<file path="config.mk">
export PLATFORM = sky130hd
export DESIGN_NAME = rational_add_sub_compare_top_flat
export DESIGN_NICKNAME = d
export VERILOG_FILES = /design/src/rtl/rasc_pkg.sv /design/src/rtl/rasc_if.sv /design/src/rtl/rasc_gcd.sv /design/src/rtl/rasc_div.sv /design/src/rtl/rational_add_sub_compare_top.sv /design/src/flat_wrapper.sv
export SDC_FILE = /design/constraint.sdc
export NUM_CORES = 2
export LEC_CHECK = 0
export ABC_AREA = 0
export ABC_CLOCK_PERIOD_IN_PS = 31200
export BUFFER_PORTS_ARGS = -buffer_cell sky130_fd_sc_hd__buf_2
export CAP_MARGIN = 20
export CORE_MARGIN = 3
export CORE_UTILIZATION = 45
export CTS_CLUSTER_DIAMETER = 30
export DETAILED_ROUTE_END_ITERATION = 8
export PLACE_DENSITY = 0.58
export SYNTH_ARGS = -nofsm -noshare
export SYNTH_HDL_FRONTEND = slang
export SYNTH_SLANG_ARGS = --single-unit
</file>
<file path="constraint.sdc">
create_clock -name clk -period 31.2 [get_ports clk]
set_input_delay 1.56 -clock clk [delete_from_list [all_inputs] [get_ports clk]]
set_output_delay 1.56 -clock clk [all_outputs]
set_load 0.02 [all_outputs]
</file>
<file path="src/rtl/rasc_pkg.sv">
// shared types and constants for the rational add/subtract/compare block
package rasc_pkg;

    // operation codes
    localparam logic [1:0] FUNC_ADD = 2'd0;
    localparam logic [1:0] FUNC_SUB = 2'd1;
    localparam logic [1:0] FUNC_CMP = 2'd2;

    // fixed field widths
    localparam int FUNC_W = 2;
    localparam int NUM_W  = 33;
    localparam int DEN_W  = 32;

    // sequencer states
    typedef enum logic [6:0] {
        ST_IDLE = 7'b0000001,
        ST_MUL  = 7'b0000010,
        ST_EVAL = 7'b0000100,
        ST_GCD  = 7'b0001000,
        ST_DIVN = 7'b0010000,
        ST_DIVD = 7'b0100000,
        ST_DONE = 7'b1000000
    } rasc_state_t;

endpackage

</file>
<file path="src/rtl/rasc_if.sv">
// operand and result channel interfaces

interface rasc_op_if import rasc_pkg::*; #(parameter int IN_WIDTH = 16) ();
    logic                       valid;
    logic                       ready;
    logic [FUNC_W-1:0]          func;
    logic signed [IN_WIDTH-1:0] first_num;
    logic signed [IN_WIDTH-1:0] first_den;
    logic signed [IN_WIDTH-1:0] second_num;
    logic signed [IN_WIDTH-1:0] second_den;

    modport source (
        output valid, func, first_num, first_den, second_num, second_den,
        input  ready
    );
    modport sink (
        input  valid, func, first_num, first_den, second_num, second_den,
        output ready
    );
endinterface

interface rasc_res_if import rasc_pkg::*; ();
    logic                    valid;
    logic                    ready;
    logic signed [NUM_W-1:0] result_num;
    logic signed [DEN_W-1:0] result_den;
    logic                    is_equal;
    logic                    zero_den_error;

    modport source (
        output valid, result_num, result_den, is_equal, zero_den_error,
        input  ready
    );
    modport sink (
        input  valid, result_num, result_den, is_equal, zero_den_error,
        output ready
    );
endinterface

</file>
<file path="src/rtl/rasc_gcd.sv">
// binary gcd unit, one compare/subtract or shift step per cycle
module rasc_gcd #(
    parameter int W = 33
) (
    input  logic         clk,
    input  logic         rst_n,
    input  logic         start,
    input  logic [W-1:0] a_in,
    input  logic [W-1:0] b_in,
    output logic         done,
    output logic [W-1:0] g
);

    localparam int KW = $clog2(W + 1);

    logic          busy_reg;
    logic          done_reg;
    logic [W-1:0]  a_reg;
    logic [W-1:0]  b_reg;
    logic [KW-1:0] k_reg;
    logic [W-1:0]  g_reg;
    logic          same;

    assign same = (a_reg == b_reg);

    // control
    always_ff @(posedge clk or negedge rst_n)
    begin
        if (!rst_n)
        begin
            busy_reg <= 1'b0;
            done_reg <= 1'b0;
        end
        else
        begin
            done_reg <= 1'b0;
            if (start)
            begin
                busy_reg <= 1'b1;
            end
            else if (busy_reg && same)
            begin
                busy_reg <= 1'b0;
                done_reg <= 1'b1;
            end
        end
    end

    // stein steps: strip common twos, strip lone twos, subtract odd values
    always_ff @(posedge clk)
    begin
        if (start)
        begin
            a_reg <= a_in;
            b_reg <= b_in;
            k_reg <= '0;
        end
        else if (busy_reg)
        begin
            if (same)
            begin
                g_reg <= a_reg << k_reg;
            end
            else if (!a_reg[0] && !b_reg[0])
            begin
                a_reg <= a_reg >> 1;
                b_reg <= b_reg >> 1;
                k_reg <= k_reg + 1'b1;
            end
            else if (!a_reg[0])
            begin
                a_reg <= a_reg >> 1;
            end
            else if (!b_reg[0])
            begin
                b_reg <= b_reg >> 1;
            end
            else if (a_reg > b_reg)
            begin
                a_reg <= a_reg - b_reg;
            end
            else
            begin
                b_reg <= b_reg - a_reg;
            end
        end
    end

    assign done = done_reg;
    assign g    = g_reg;

endmodule

</file>
<file path="src/rtl/rasc_div.sv">
// restoring divider, one quotient bit per cycle
module rasc_div #(
    parameter int W = 33
) (
    input  logic         clk,
    input  logic         rst_n,
    input  logic         start,
    input  logic [W-1:0] dividend,
    input  logic [W-1:0] divisor,
    output logic         done,
    output logic [W-1:0] quotient
);

    localparam int CW = $clog2(W + 1);

    logic          busy_reg;
    logic          done_reg;
    logic [CW-1:0] cnt_reg;
    logic [W-1:0]  rem_reg;
    logic [W-1:0]  quo_reg;
    logic [W-1:0]  dsr_reg;
    logic [W:0]    trial;
    logic          fits;

    assign trial = {rem_reg, quo_reg[W-1]};
    assign fits  = (trial >= {1'b0, dsr_reg});

    // control
    always_ff @(posedge clk or negedge rst_n)
    begin
        if (!rst_n)
        begin
            busy_reg <= 1'b0;
            done_reg <= 1'b0;
            cnt_reg  <= '0;
        end
        else
        begin
            done_reg <= 1'b0;
            if (start)
            begin
                busy_reg <= 1'b1;
                cnt_reg  <= CW'(W);
            end
            else if (busy_reg)
            begin
                cnt_reg <= cnt_reg - 1'b1;
                if (cnt_reg == CW'(1))
                begin
                    busy_reg <= 1'b0;
                    done_reg <= 1'b1;
                end
            end
        end
    end

    // shift in one dividend bit, subtract when the divisor fits
    always_ff @(posedge clk)
    begin
        if (start)
        begin
            rem_reg <= '0;
            quo_reg <= dividend;
            dsr_reg <= divisor;
        end
        else if (busy_reg)
        begin
            if (fits)
            begin
                rem_reg <= W'(trial - {1'b0, dsr_reg});
            end
            else
            begin
                rem_reg <= trial[W-1:0];
            end
            quo_reg <= {quo_reg[W-2:0], fits};
        end
    end

    assign done     = done_reg;
    assign quotient = quo_reg;

endmodule

</file>
<file path="src/rtl/rational_add_sub_compare_top.sv">
// rational add/subtract/compare: top level with sequencer and shared multiplier
// sequence: an error or unused code goes straight to the result; compare multiplies
// and evaluates; add/subtract (unless the sum is zero) then runs the gcd and divides
//   numerator and denominator by it, and the binary gcd takes one step per cycle
// one item in flight: ready only when idle, next item after the result is taken
// asynchronous active-low reset returns the sequencer to idle, no result pending
module rational_add_sub_compare_top import rasc_pkg::*; #(
    parameter int IN_WIDTH = 16
) (
    input  logic      clk,
    input  logic      rst_n,
    rasc_op_if.sink   operands,
    rasc_res_if.source result
);

    localparam int PRW = 2 * IN_WIDTH;
    localparam int PW  = PRW + 1;
    localparam int OW  = (PW > NUM_W) ? PW : NUM_W;

    rasc_state_t state_reg;
    rasc_state_t state_next;

    logic [1:0]          mcnt_reg;
    logic [FUNC_W-1:0]   op_reg;
    logic [IN_WIDTH-1:0] n1_mag_reg, d1_mag_reg, n2_mag_reg, d2_mag_reg;
    logic                n1_neg_reg, d1_neg_reg, n2_neg_reg, d2_neg_reg;
    logic [PRW-1:0]      p_mag_reg, q_mag_reg, d_mag_reg;
    logic [PW-1:0]       num_mag_reg;
    logic                num_neg_reg;
    logic [PW-1:0]       num_q_reg;
    logic signed [NUM_W-1:0] res_num_reg;
    logic signed [DEN_W-1:0] res_den_reg;
    logic                eq_reg;
    logic                err_reg;

    logic                accept;
    logic                n1_neg, d1_neg, n2_neg, d2_neg;
    logic [IN_WIDTH-1:0] n1_mag, d1_mag, n2_mag, d2_mag;
    logic                zero_den;
    logic                bad_func;
    logic [IN_WIDTH-1:0] mul_a, mul_b;
    logic [PRW-1:0]      product;
    logic                p_neg, q_neg_raw, q_neg;
    logic [PW-1:0]       p_ext, q_ext;
    logic [PW-1:0]       sum_mag;
    logic                sum_neg;
    logic                cmp_eq;
    logic                gcd_start, gcd_done;
    logic [PW-1:0]       gcd_g;
    logic                div_start, div_done;
    logic [PW-1:0]       div_dividend, div_quo;
    logic [OW-1:0]       num_twos, den_twos;

    // magnitude and sign conversion
    function automatic logic [OW-1:0] to_twos(input logic [PW-1:0] mag, input logic neg);
        logic [OW-1:0] ext;
        ext = OW'(mag);
        return neg ? (~ext + 1'b1) : ext;
    endfunction

    assign accept = operands.valid && operands.ready;

    // operand split into sign and magnitude
    always_comb
    begin
        n1_neg = operands.first_num[IN_WIDTH-1];
        d1_neg = operands.first_den[IN_WIDTH-1];
        n2_neg = operands.second_num[IN_WIDTH-1];
        d2_neg = operands.second_den[IN_WIDTH-1];
        n1_mag = n1_neg ? (~operands.first_num + 1'b1) : operands.first_num;
        d1_mag = d1_neg ? (~operands.first_den + 1'b1) : operands.first_den;
        n2_mag = n2_neg ? (~operands.second_num + 1'b1) : operands.second_num;
        d2_mag = d2_neg ? (~operands.second_den + 1'b1) : operands.second_den;
        zero_den = (operands.first_den == '0) || (operands.second_den == '0);
        bad_func = !((operands.func == FUNC_ADD) || (operands.func == FUNC_SUB)
                     || (operands.func == FUNC_CMP));
    end

    // shared multiplier: cross products, then denominator product
    always_comb
    begin
        if (mcnt_reg == 2'd0)
        begin
            mul_a = n1_mag_reg;
            mul_b = d2_mag_reg;
        end
        else if (mcnt_reg == 2'd1)
        begin
            mul_a = n2_mag_reg;
            mul_b = d1_mag_reg;
        end
        else
        begin
            mul_a = d1_mag_reg;
            mul_b = d2_mag_reg;
        end
        product = PRW'(mul_a) * PRW'(mul_b);
    end

    // signed-magnitude sum of the cross products and equality test
    always_comb
    begin
        p_neg     = (p_mag_reg != '0) && (n1_neg_reg ^ d2_neg_reg);
        q_neg_raw = (q_mag_reg != '0) && (n2_neg_reg ^ d1_neg_reg);
        q_neg     = (q_mag_reg != '0) && (q_neg_raw ^ (op_reg == FUNC_SUB));
        p_ext     = PW'(p_mag_reg);
        q_ext     = PW'(q_mag_reg);
        if (p_neg == q_neg)
        begin
            sum_mag = p_ext + q_ext;
            sum_neg = p_neg;
        end
        else if (p_ext >= q_ext)
        begin
            sum_mag = p_ext - q_ext;
            sum_neg = p_neg;
        end
        else
        begin
            sum_mag = q_ext - p_ext;
            sum_neg = q_neg;
        end
        if (sum_mag == '0)
        begin
            sum_neg = 1'b0;
        end
        cmp_eq = (p_mag_reg == q_mag_reg) && ((p_mag_reg == '0) || (p_neg == q_neg_raw));
    end

    // sequencer
    always_comb
    begin
        state_next = state_reg;
        unique case (state_reg)
            ST_IDLE:
            begin
                if (accept)
                begin
                    state_next = (zero_den || bad_func) ? ST_DONE : ST_MUL;
                end
            end
            ST_MUL:
            begin
                if (mcnt_reg == 2'd2)
                begin
                    state_next = ST_EVAL;
                end
            end
            ST_EVAL:
            begin
                if (op_reg == FUNC_CMP || sum_mag == '0)
                begin
                    state_next = ST_DONE;
                end
                else
                begin
                    state_next = ST_GCD;
                end
            end
            ST_GCD:
            begin
                if (gcd_done)
                begin
                    state_next = ST_DIVN;
                end
            end
            ST_DIVN:
            begin
                if (div_done)
                begin
                    state_next = ST_DIVD;
                end
            end
            ST_DIVD:
            begin
                if (div_done)
                begin
                    state_next = ST_DONE;
                end
            end
            ST_DONE:
            begin
                if (result.ready)
                begin
                    state_next = ST_IDLE;
                end
            end
            default:
            begin
                state_next = ST_IDLE;
            end
        endcase
    end

    always_ff @(posedge clk or negedge rst_n)
    begin
        if (!rst_n)
        begin
            state_reg <= ST_IDLE;
            mcnt_reg  <= '0;
        end
        else
        begin
            state_reg <= state_next;
            if (state_reg == ST_MUL)
            begin
                mcnt_reg <= mcnt_reg + 1'b1;
            end
            else
            begin
                mcnt_reg <= '0;
            end
        end
    end

    // unit hand-off
    assign gcd_start    = (state_reg == ST_EVAL) && (op_reg != FUNC_CMP) && (sum_mag != '0);
    assign div_start    = ((state_reg == ST_GCD) && gcd_done) ||
                          ((state_reg == ST_DIVN) && div_done);
    assign div_dividend = (state_reg == ST_GCD) ? num_mag_reg : PW'(d_mag_reg);

    assign num_twos = to_twos(num_q_reg, num_neg_reg);
    assign den_twos = to_twos(div_quo, d1_neg_reg ^ d2_neg_reg);

    // datapath registers
    always_ff @(posedge clk)
    begin
        unique case (state_reg)
            ST_IDLE:
            begin
                if (accept)
                begin
                    op_reg      <= operands.func;
                    n1_mag_reg  <= n1_mag;
                    d1_mag_reg  <= d1_mag;
                    n2_mag_reg  <= n2_mag;
                    d2_mag_reg  <= d2_mag;
                    n1_neg_reg  <= n1_neg;
                    d1_neg_reg  <= d1_neg;
                    n2_neg_reg  <= n2_neg;
                    d2_neg_reg  <= d2_neg;
                    res_num_reg <= '0;
                    res_den_reg <= '0;
                    eq_reg      <= 1'b0;
                    err_reg     <= zero_den;
                end
            end
            ST_MUL:
            begin
                if (mcnt_reg == 2'd0)
                begin
                    p_mag_reg <= product;
                end
                else if (mcnt_reg == 2'd1)
                begin
                    q_mag_reg <= product;
                end
                else
                begin
                    d_mag_reg <= product;
                end
            end
            ST_EVAL:
            begin
                num_mag_reg <= sum_mag;
                num_neg_reg <= sum_neg;
                if (op_reg == FUNC_CMP || sum_mag == '0)
                begin
                    res_num_reg <= '0;
                    res_den_reg <= DEN_W'(1);
                    eq_reg      <= (op_reg == FUNC_CMP) && cmp_eq;
                end
            end
            ST_DIVN:
            begin
                if (div_done)
                begin
                    num_q_reg <= div_quo;
                end
            end
            ST_DIVD:
            begin
                if (div_done)
                begin
                    res_num_reg <= num_twos[NUM_W-1:0];
                    res_den_reg <= den_twos[DEN_W-1:0];
                end
            end
            default:
            begin
            end
        endcase
    end

    rasc_gcd #(
        .W (PW)
    ) u_gcd (
        .clk   (clk),
        .rst_n (rst_n),
        .start (gcd_start),
        .a_in  (sum_mag),
        .b_in  (PW'(d_mag_reg)),
        .done  (gcd_done),
        .g     (gcd_g)
    );

    rasc_div #(
        .W (PW)
    ) u_div (
        .clk      (clk),
        .rst_n    (rst_n),
        .start    (div_start),
        .dividend (div_dividend),
        .divisor  (gcd_g),
        .done     (div_done),
        .quotient (div_quo)
    );

    // channel outputs
    assign operands.ready        = (state_reg == ST_IDLE);
    assign result.valid          = (state_reg == ST_DONE);
    assign result.result_num     = res_num_reg;
    assign result.result_den     = res_den_reg;
    assign result.is_equal       = eq_reg;
    assign result.zero_den_error = err_reg;

endmodule

</file>
<file path="src/flat_wrapper.sv">
// flat-port wrapper written by rule: the top's interface ports become plain ports
module rational_add_sub_compare_top_flat import rasc_pkg::*;
#(
    parameter int IN_WIDTH = 16
)
  (clk, rst_n, operands_valid, operands_func, operands_first_num, operands_first_den, operands_second_num, operands_second_den, operands_ready, result_valid, result_result_num, result_result_den, result_is_equal, result_zero_den_error, result_ready);
  rasc_op_if #(.IN_WIDTH(IN_WIDTH)) operands_i ();
  rasc_res_if result_i ();
  input  logic clk;
  input  logic rst_n;
  input wire logic [$bits(operands_i.valid)-1:0] operands_valid;
  input wire logic [$bits(operands_i.func)-1:0] operands_func;
  input wire logic [$bits(operands_i.first_num)-1:0] operands_first_num;
  input wire logic [$bits(operands_i.first_den)-1:0] operands_first_den;
  input wire logic [$bits(operands_i.second_num)-1:0] operands_second_num;
  input wire logic [$bits(operands_i.second_den)-1:0] operands_second_den;
  output wire logic [$bits(operands_i.ready)-1:0] operands_ready;
  output wire logic [$bits(result_i.valid)-1:0] result_valid;
  output wire logic [$bits(result_i.result_num)-1:0] result_result_num;
  output wire logic [$bits(result_i.result_den)-1:0] result_result_den;
  output wire logic [$bits(result_i.is_equal)-1:0] result_is_equal;
  output wire logic [$bits(result_i.zero_den_error)-1:0] result_zero_den_error;
  input wire logic [$bits(result_i.ready)-1:0] result_ready;
  assign operands_i.valid = operands_valid;
  assign operands_i.func = operands_func;
  assign operands_i.first_num = operands_first_num;
  assign operands_i.first_den = operands_first_den;
  assign operands_i.second_num = operands_second_num;
  assign operands_i.second_den = operands_second_den;
  assign operands_ready = operands_i.ready;
  assign result_valid = result_i.valid;
  assign result_result_num = result_i.result_num;
  assign result_result_den = result_i.result_den;
  assign result_is_equal = result_i.is_equal;
  assign result_zero_den_error = result_i.zero_den_error;
  assign result_i.ready = result_ready;
  rational_add_sub_compare_top #(.IN_WIDTH(IN_WIDTH)) u_core (.clk(clk), .rst_n(rst_n), .operands(operands_i), .result(result_i));
endmodule
</file>
==> results <==
- The maximum number of pins on one net before global-route repair is slightly below 80.
- The total of buffers placed on input and output ports is approximately 140.
- The count of standard-cell rows is 112.
- The number of nets in the layout is between 5,000 and 6,000.
- The first global-routing pass estimated between 200 and 250 mm of wire.
- The residual overflow from global routing is 0.
- The area overhead of the layout relative to synthesis is 15.6%.
- The count of flip-flops with a built-in enable after synthesis is 464.
- Counting both buffers and inverters, the worst setup path holds a total of 4.
- Counting every net in the synthesized netlist gives between 5,000 and 6,000.
- The number of sinks driven by the clock tree is roughly 520.
- The final max-slew violation count is 0.
- Clock-pin slew was measured on the worst setup and hold paths at 50 ps.
- The worst min-delay path class is flop to flop.
- Yosys mapped the design onto slightly below 90 distinct sky130hd cell types.
- The data arrival time of the critical path is 9070 ps.
- The post-layout minimum cycle time is about 8600 ps.
- The H-tree was split into 4 levels.
- The cell with the most instances on the worst path is fa_1.
- In the final routed layout, each cell accounts on average for about 22 um.
- The worst-path maximum fanout is 17.
- The root buffer cell is clkbuf_16.
- The share of layout cells above drive strength 1 is between 10% and 20%.
- The number of remaining DRC errors is 0.
- The count of endpoints failing hold in the final timing report came to 0.
- Setup repair after global routing left no endpoint under its margin.
- The floorplan step defined a die boundary enclosing 99,000 sq um.
- The final core utilization is a little over half.
- The die width is 315 um.
- For the final database, setup skew stands at around 43 ps.
- The congestion estimate from routability-driven global placement came to around 1.
- The first TritonRoute pass finished after 8 iterations.
- The async set or reset register ratio after synthesis is around 3.6%.
- The flow ran to the end, and the final reports show no timing, DRC or antenna violations.
- The part of the Yosys area used for sequential elements is 35.5%.
- In this design, the stage delay of the slowest critical-path cell is roughly 840 ps.
- The tool flagged a number of max-cap violations equal to 0.
- The post-cts sizing count is 0.
- The insertion delay of the later-clocked pin in the worst-skew pair is about 750 ps.
- After detailed routing, the total wire length is 131 mm.
- No sink is reached through more buffers than the 3 on the longest clock path.
- TritonCTS built the clock tree.
- The worst setup path is launched from a flop.
- The setup check on the worst reg-to-reg path leaves a slack of ~23,000 ps.
- For this run, the leading register cell type out of synthesis is edfxtp_1.
- The total routing usage reported by global routing is approximately a quarter.
- The worst path required time is about 32,000 ps.
- The dominant delay contributor by cell family on the critical path is adder cells.
- The cell count after synthesis came out at about 4,600.
- The initial antenna violation count was 10.
- Using the TritonRoute via totals, the vias-per-cell ratio works out to approximately 5.7.
- The total area inside the core boundary comes to between 90,000 and 100,000 sq um.
- After the first detailed-routing iteration, the DRC count stood at between 2,000 and 3,000.
- The remaining antenna violation count is 0.
- The clock buffer count from CTS is 132.
- The vertical extent of the die is about 310 um.
- For this design, the slowest cell found on the critical path is o21ai_1.
- The count of hold-fix buffers inserted at cts is 0.
- The final count of negative-setup-slack endpoints is 0.
- The worst setup path is captured at a flop.
- The number of setup buffers added after CTS is 0.
- The via count of the first global-routing pass was approximately 33,000.
- A synthesized cell averages approximately 9.4 sq um.
- The sum of negative setup slack is 0 ps.
- Timing would allow up to ~120 MHz.
- about 140 I/O pins were placed.
- Synthesis inferred ~520 register bits.
- The cell area that synthesis handed to floorplanning was approximately 43,000 sq um.
- The remaining max-slew budget at the tightest pin is 27.7%.
- The HPWL reported at the end of detailed placement is 103 mm.
- For this configuration, the core starts out at a cell density of between 40% and 50%.
- The via total after detailed routing is roughly 34,000.
- The type of the worst setup path is flop to flop.
- Dividing the final minimum period by the clock period gives approximately 28%.
- The measured slew at the worst slew-check pin is between 1000 and 1500 ps.
- Yosys printed 0 warnings.
## layout by cell type (no fill, tap or decap), types with 16 or more instances in the layout
| cell | count |
|---|---|
| nor3_1 | 60 |
| o21a_1 | 46 |
| nand3_1 | 39 |
| xnor2_1 | 159 |
| and3_1 | 19 |
| a211oi_1 | 55 |
| dfrtp_1 | 17 |
| edfxtp_1 | 464 |
| xor2_1 | 97 |
| o21bai_1 | 29 |
| nor2_1 | 456 |
| nor4_1 | 41 |
| inv_1 | 476 |
| a21o_1 | 96 |
| a31oi_1 | 68 |
| dfxtp_1 | 39 |
| ha_1 | 312 |
| or3_1 | 46 |
| fa_1 | 200 |
| nand2b_1 | 36 |
| mux2_1 | 60 |
| nand4_1 | 40 |
| mux2_2 | 23 |
| o21ai_0 | 221 |
| bufinv_16 | 17 |
| or4_1 | 22 |
| o31ai_1 | 54 |
| and2_1 | 23 |
| o41ai_1 | 18 |
| nand2_1 | 524 |
| o211ai_1 | 27 |
| buf_2 | 138 |
| clkbuf_16 | 137 |
| o22ai_1 | 16 |
| a21oi_1 | 231 |
| mux2i_1 | 84 |
| buf_4 | 58 |
| nor2b_1 | 39 |
## path summary, 6_finish.rpt
| check | startpoint | end | cells after the start |
|---|---|---|---|
| worst min-delay path | u_core.u_gcd.g[14] | u_core.u_div.dsr_reg[14] | 0 |
| min in group asynchronous | rst_n | u_core.state_reg[6] | 1 |
| worst min register to register | u_core.u_gcd.g[14] | u_core.u_div.dsr_reg[14] | 0 |
| worst max-delay path | u_core.mcnt_reg[1] | u_core.p_mag_reg[31] | 28 |
| worst max register to register | u_core.mcnt_reg[1] | u_core.p_mag_reg[31] | 28 |
| max in group asynchronous | rst_n | u_core.u_div.busy_reg | 1 |
## layer usage
metal | track usage [%] | wire length (um) | vias to the layer above
li1 | - | - | 16300
met3 | 5.77 | 10200 | 315
met2 | 40.4 | 56900 | 1340
met5 | 0 | 28 | -
met4 | 12.1 | 6150 | 4
met1 | 36.3 | 58000 | 16400
## synth_stat cells (20+ instances only)
| cell | count | area, sq um |
|---|---|---|
| mux2_1 | 60 | 676 |
| mux2i_1 | 84 | 841 |
| o21a_1 | 46 | 345 |
| a21oi_1 | 232 | 1160 |
| nor2_1 | 459 | 1720 |
| a211oi_1 | 55 | 413 |
| nand4_1 | 40 | 250 |
| dfxtp_1 | 40 | 801 |
| mux2_2 | 23 | 259 |
| buf_1 | 27 | 101 |
| fa_1 | 200 | 4000 |
| o21bai_1 | 29 | 218 |
| nor2b_1 | 39 | 244 |
| o31ai_1 | 54 | 405 |
| nand2b_1 | 37 | 231 |
| or4_1 | 22 | 165 |
| o211ai_1 | 27 | 203 |
| a21o_1 | 96 | 721 |
| or3_1 | 46 | 288 |
| ha_1 | 312 | 3900 |
| and2_1 | 23 | 144 |
| clkbuf_1 | 146 | 548 |
| o21ai_0 | 223 | 1120 |
| nor4_1 | 42 | 263 |
| edfxtp_1 | 464 | 13900 |
| nor3_1 | 62 | 310 |
| nand2_1 | 525 | 1970 |
| xor2_1 | 98 | 858 |
| nand3_1 | 40 | 200 |
| xnor2_1 | 159 | 1390 |
| inv_1 | 477 | 1790 |
| buf_2 | 20 | 100 |
| a31oi_1 | 68 | 425 |
## worst register-to-register path, delay by kind of cell (launching register included)
family	cells	cell delay, ps
XOR/XNOR	1	110
buffers and inverters	4	240
adder cells (fa/ha/maj)	8	4100
AND/OR/NAND/NOR	5	640
flip-flops	1	370
multiplexers	1	220
AO/OA/AOI/OAI	9	2680
## layout make-up
type / count / area [sq um]
Clock inverter: 89 / 1160
Inverter: 481 / 1810
Multi-Input combinational cell: 3355 / 25100
Fill cell: 8609 / 44300
Clock buffer: 153 / 3500
Timing Repair Buffer: 198 / 1170
Tap cell: 1254 / 1570
Antenna cell: 5 / 12.5
Sequential cell: 523 / 15200
## cells by family after synthesis
logic type	count (synthesis)	share of synthesized area [%]
flops	523	35.5
fa+ha+maj	512	18.4
compound gates	999	15.0
simple gates	1405	14.7
xor+xnor	257	5.25
mux	182	4.93
buf+inv	683	6.12
## stage by stage
step | worst slack (ps) | cell area (sq um) | cells | hold WS, ps
detailed placement | 22570 | 44800 | 5809 | 405
finish | 22610 | 49600 | 6058 | 408
CTS | 22590 | 49500 | 6051 | 400
global route | 22100 | 49500 | 6053 | 413
floorplan | 16020 | 42900 | 4561 | 400
global placement | 22650 | 44800 | 5809 | 403
Power is not shown: default switching activity piles up to over one toggle a cycle in this logic, so the estimate is an artifact.
